$ cat src/rtl/bpc_pkg.sv
// ----------------------------------------------------------------------------
// bpc_pkg
// Types and constants of the barometric compensation datapath.
// ----------------------------------------------------------------------------
package bpc_pkg;

  localparam int CFG_W     = 48;
  localparam int CFG_IDX_W = 3;

  localparam logic [CFG_IDX_W-1:0] CFG_IDX_A   = 3'd0;
  localparam logic [CFG_IDX_W-1:0] CFG_IDX_B   = 3'd1;
  localparam logic [CFG_IDX_W-1:0] CFG_IDX_C   = 3'd2;
  localparam logic [CFG_IDX_W-1:0] CFG_IDX_D   = 3'd3;
  localparam logic [CFG_IDX_W-1:0] CFG_IDX_OSS = 3'd4;

  // divider geometry: temperature numerator is mc * 2048, pressure divisor is b4
  localparam int NUM1_W = 27;
  localparam int DEN1_W = 32;
  localparam int NUM2_W = 32;
  localparam int DEN2_W = 17;

  localparam logic signed [31:0] B5_OFFSET   = 32'sd4000;
  localparam logic signed [31:0] X3_OFFSET   = 32'sd32768;
  localparam logic [15:0]        P_SCALE     = 16'd50000;
  localparam logic signed [15:0] PC_SQ_GAIN  = 16'sd3038;
  localparam logic signed [15:0] PC_LIN_GAIN = -16'sd7357;
  localparam logic signed [31:0] PC_OFFSET   = 32'sd3791;

  typedef struct packed {
    logic signed [31:0] x1;
    logic [23:0]        up;
    logic               neg;
    logic               fault;
  } div1_side_t;

  typedef struct packed {
    logic signed [15:0] temp;
    logic               hi;
    logic               fault;
  } div2_side_t;

endpackage

$ cat src/rtl/bpc_div.sv
// ----------------------------------------------------------------------------
// bpc_div
// Pipelined unsigned restoring divider, one quotient bit per stage.
// ----------------------------------------------------------------------------
module bpc_div #(
  parameter int NW = bpc_pkg::NUM2_W,
  parameter int DW = bpc_pkg::DEN2_W,
  parameter int SW = 1
) (
  input  logic          clk,
  input  logic          rst,
  input  logic          en,
  input  logic          in_valid,
  input  logic [NW-1:0] num,
  input  logic [DW-1:0] den,
  input  logic [SW-1:0] side,
  output logic          out_valid,
  output logic [NW-1:0] quo,
  output logic [SW-1:0] side_out
);

  logic [DW-1:0] rem  [NW];
  logic [NW-1:0] nsh  [NW];
  logic [NW-1:0] qacc [NW];
  logic [DW-1:0] dsr  [NW];
  logic [SW-1:0] sd   [NW];
  logic          vld  [NW];

  for (genvar k = 0; k < NW; k++) begin : g_stage
    logic [DW-1:0] rem_in;
    logic [NW-1:0] nsh_in;
    logic [NW-1:0] qacc_in;
    logic [DW-1:0] dsr_in;
    logic [SW-1:0] sd_in;
    logic          vld_in;
    logic [DW:0]   trial;
    logic          take;

    if (k == 0) begin : g_first
      assign rem_in  = '0;
      assign nsh_in  = num;
      assign qacc_in = '0;
      assign dsr_in  = den;
      assign sd_in   = side;
      assign vld_in  = in_valid;
    end else begin : g_next
      assign rem_in  = rem[k-1];
      assign nsh_in  = nsh[k-1];
      assign qacc_in = qacc[k-1];
      assign dsr_in  = dsr[k-1];
      assign sd_in   = sd[k-1];
      assign vld_in  = vld[k-1];
    end

    assign trial = {rem_in, nsh_in[NW-1]};
    assign take  = (trial >= {1'b0, dsr_in});

    always_ff @(posedge clk) begin
      if (rst) begin
        vld[k] <= 1'b0;
      end else if (en) begin
        vld[k] <= vld_in;
      end
    end

    always_ff @(posedge clk) begin
      if (en) begin
        rem[k]  <= take ? DW'(trial - {1'b0, dsr_in}) : trial[DW-1:0];
        qacc[k] <= {qacc_in[NW-2:0], take};
        nsh[k]  <= {nsh_in[NW-2:0], 1'b0};
        dsr[k]  <= dsr_in;
        sd[k]   <= sd_in;
      end
    end
  end

  assign out_valid = vld[NW-1];
  assign quo       = qacc[NW-1];
  assign side_out  = sd[NW-1];

endmodule

$ cat config.mk
export PLATFORM = sky130hd
export DESIGN_NAME = bpc_div
export DESIGN_NICKNAME = d
export VERILOG_FILES = /design/src/rtl/bpc_pkg.sv /design/src/rtl/bpc_div.sv
export SDC_FILE = /design/constraint.sdc
export NUM_CORES = 2
export LEC_CHECK = 0
export ABC_AREA = 1
export BUFFER_PORTS_ARGS = -buffer_cell sky130_fd_sc_hd__buf_4
export CAP_MARGIN = 0
export CELL_PAD_IN_SITES_DETAIL_PLACEMENT = 1
export CELL_PAD_IN_SITES_GLOBAL_PLACEMENT = 1
export CORE_UTILIZATION = 46
export CTS_CLUSTER_DIAMETER = 80
export DETAILED_ROUTE_END_ITERATION = 12
export PLACE_DENSITY_LB_ADDON = 0.1
export SYNTH_ARGS = -nofsm -noshare
export SYNTH_HDL_FRONTEND = slang
export SYNTH_SLANG_ARGS = --single-unit
$ cat constraint.sdc
create_clock -name clk -period 1.95 [get_ports clk]
set_input_delay 0 -clock clk [delete_from_list [all_inputs] [get_ports clk]]
set_output_delay 0 -clock clk [all_outputs]
set_load 0.005 [all_outputs]
==> results by group <==
Yosys
  – Seq/Total Area, Yosys: between 50 and 60%
  – Synth unique cells: 43
  – Mapped Area: around 0.11 mm^2
  – Syn_nets: 11725
  – Ys flop type: edfxtp_1
  – Top post-synthesis cells by area: edfxtp_1 (59%), nand2_1 (14%), inv_1 (7.2%), ha_1 (6.1%), nand3_1 (4.0%)
  – Synth top area share: roughly three fifths
  – Synth warn: 0
  – Synthesized instance count: 11112
  – Syn Area/Cell: 9.74 um^2
  – Synth area leader: edfxtp_1
  – Async S/R FF share, synth: 0%
  – Flop and latch count out of synthesis: 2142
  – EDFF count, synth: approximately 2100

Clock tree
  – CTS tree: built
  – Clock Pin Slew Worst Setup and Hold Paths: 0.06 ns
  – CTS Sinks: between 2000 and 2500
  – CTS Root Cell: clkbuf_16
  – CTS HTree Levels: 4
  – Clock Tree Buf Depth: 3
  – Worst-skew pair later-pin latency: approximately 0.93 ns
  – Total CTS buffers: 229

Setup path
  – CP peak stage delay: roughly 0.44 ns
  – Critical path arrival: roughly 3.0 ns
  – Critical R2R Launch: rem[3][60]
  – R2r worst-path depth: 10
  – Reg-to-reg slack, setup: -0.47 ns
  – Critical path type: register to register
  – WP data required: 2.56 ns
  – Type of origin of the critical path: register
  – Delay-heaviest family, CP: simple AND/OR/NAND/NOR gates
  – Slowest cell on the critical path: nor4_4
  – Cells along the critical path: ha_1, nand2_2, buf_4, nor2_4, inv_2, nor4_4, nand2_8, buf_8, nand3_1, nand2_1
  – Crit path max fanout: 6
  – CP endpoint kind: register
  – Reg2Reg Capture Point: rem[4][9]
  – WP buf/inv: 3

Placed design
  – GP Congestion: 0.897
  – Cell count after placement: 16195
  – Post-DP HPWL: 225000 um
  – Number of port buffers: 87

GRT
  – Initial antenna violation count: 6
  – All-layer global routing usage: 28.7%
  – Largest net degree at the start of global routing: approximately 110
  – First-pass GRT wire length: 534000 um
  – Vias in the first global route: 96075
  – Leftover overflow at the end of global routing: 0

Drt
  – Final WL: approximately 360000 um
  – Antenna Violating Nets Remaining: 0
  – Drt pass-1 iters: 5
  – Routed via count: 89151
  – # DRC: 0
  – Wire per inst: about 21 um
  – Via-per-instance ratio: 5.12
  – Initial DRC Count: roughly 5500

Power and ir drop
  – Leak pwr: 72.6 nW
  – Clock power share: 19.3%
  – Peak supply drop: 0.953 mV
  – Sequential share of power: 28.2%
  – Sw Pwr: between 90 and 100 mW
  – Power per standard cell area: roughly 1600 mW/mm^2
  – Power, Total: 244 mW
  – Sw Share: between 40% and 50%
  – Internal Power: 144 mW
  – Combinational share of power: ~52%

Layout
  – Final nets: 14695
  – Final std cells w/o fill: roughly 17000
  – Layout cell share with drive strength beyond 1: a little over a third
  – Filler cells: 24940
  – Area growth, synth to finish: 42.1%

Floorplan
  – Die H: just under 500 um
  – # rows: 177
  – Die area: 0.237 mm^2
  – Die width: 487 um
  – IO Count: roughly 90
  – Initial core utilization: 46.4%
  – Core ar.: roughly 0.23 mm^2

Run
  – Maxcap violations: 0

Worst hold path
  – HP Start: den[15]
  – Hold Crit Class: input port to register
  – Hold endpoint: rem[0][15]
  – Hold depth: 5

Outcome
  – Status: complete, but fails checks
  – Failing checks: negative setup slack

Timing
  – Final Max Slew Viols: 0
  – Final min period: roughly 2.4 ns
  – Setup TNS: -165.22 ns
  – Worst Tran Pin Value: about 0.7 ns
  – Final hold viol count: 0
  – Final Skew: around 0.071 ns
  – RSZ-0062 raised after global routing: true
  – Relative slew slack: a little over half
  – Max Fclk: 413 MHz
  – Final Setup Violations: 540
  – Post-route setup slack: -0.472 ns
  – Tcrit/Tclk final: 124%
[state kept, by name, summed over array words and instances (netlist names)]
name  count
rem     527
nsh     496
sd       32
dsr     527
qacc    528
vld      32
[cell usage in the layout (no fill, tap or decap), types with 236 or more instances in the layout]
cell type / n
a21oi_1: 251
buf_4: 2364
clkbuf_16: 236
edfxtp_1: 2142
ha_1: 342
inv_1: 1960
nand2_1: 2917
nand2_2: 811
nand2_4: 317
nand3_1: 611
nor2_1: 324
[synth_stat cells (all sizes together) (14+ instances only)]
| cell type | instances |
|---|---|
| xor2 | 181 |
| and3 | 26 |
| nor4 | 32 |
| nand4 | 52 |
| fa | 30 |
| nor2 | 479 |
| nor3 | 41 |
| nand3b | 28 |
| ha | 529 |
| xnor2 | 29 |
| a21oi | 282 |
| edfxtp | 2142 |
| or2 | 40 |
| nand2 | 4089 |
| o21ai | 17 |
| nand3 | 859 |
| buf | 102 |
| o21a | 14 |
| and2 | 38 |
| inv | 2094 |
[cell families after synthesis]
family	count (synthesis)	synth area share, %
buf+inv	2200	8.05
fa+ha+maj	559	6.67
simple gates	5686	22.6
xor+xnor	210	1.70
flops	2142	59.4
compound gates	315	1.54
[what timing repair did]
action,CTS,global route
setup endpoints to repair,540,540
resized for setup,1594,870
pin swaps,610,456
endpoints found under the hold margin,1558,0
buffers inserted,406,191
gates cloned,104,11
hold buffers,105,0
[worst max-delay path by stage]
stage               slack (ns)          to         from  cells after the start
detailed placement       -0.50  rem[6][50]   rem[6][32]                     11
CTS                      -0.37  rem[7][31]  nsh[28][30]                     14
global placement         -0.44  rem[3][31]   rem[3][14]                     11
floorplan                -0.11  rem[2][53]  nsh[10][30]                     15
global route             -0.55  rem[1][49]   nsh[5][30]                     15
finish                   -0.47   rem[4][9]   rem[3][60]                     10
[power by group through the flow]
stage               Sequential [mW]  Combinational, mW  Clock [mW]
finish                         68.8                128        47.1
global route                   69.5                138        49.4
CTS                            68.5                112        47.8
detailed placement             68.8               91.3           0
global placement               68.4               87.4           0
floorplan                      66.0               52.5           0
[worst register-to-register path, delay by kind of cell (launching register included)]
family        cells  cell delay (ns)
simple gates      6             0.97
buf+inv           3             0.41
flops             1             0.42
fa+ha+maj         1             0.35
[routing by layer]
| metal | part of all wire, % | track usage [%] | vias to the layer above | wire length [um] |
|---|---|---|---|---|
| met4 | 2.9 | 7.94 | 0 | 10600 |
| met1 | 42 | 37.0 | 44609 | 152000 |
| met3 | 3.8 | 3.15 | 672 | 13700 |
| met2 | 52 | 51.0 | 1977 | 187000 |
| li1 | - | - | 41893 | - |
| met5 | 0 | 0 | - | 0 |
[area by class of cell]
class | instances | area [um^2] | share of cell area [%]
Antenna cell | 5 | 12.5 | 0.00813
Clock buffer | 258 | 5840 | 3.80
Clock inverter | 173 | 2330 | 1.51
Inverter | 2095 | 7900 | 5.14
Multi-Input combinational cell | 6851 | 45700 | 29.7
Sequential cell | 2142 | 64300 | 41.8
Tap cell | 3132 | 3920 | 2.55
Timing Repair Buffer | 2762 | 23800 | 15.5
Timing Repair inverter | 1 | 11.3 | 0.00732
[stage by stage]
step / setup WS, ns / hold slack [ns] / instance area (um^2) / utilization (%)
after detailed placement: -0.500 / 0.179 / 128000 / 54.8
final: -0.472 / 0.177 / 154000 / 66.0
after global placement: -0.444 / 0.178 / 128000 / 54.8
after floorplan: -0.106 / 0.0989 / 108000 / -
after global routing: -0.549 / 0.162 / 154000 / 66.0
after CTS: -0.372 / 0.0849 / 149000 / 63.8
Note: power is estimated with default switching activity, not from simulation.
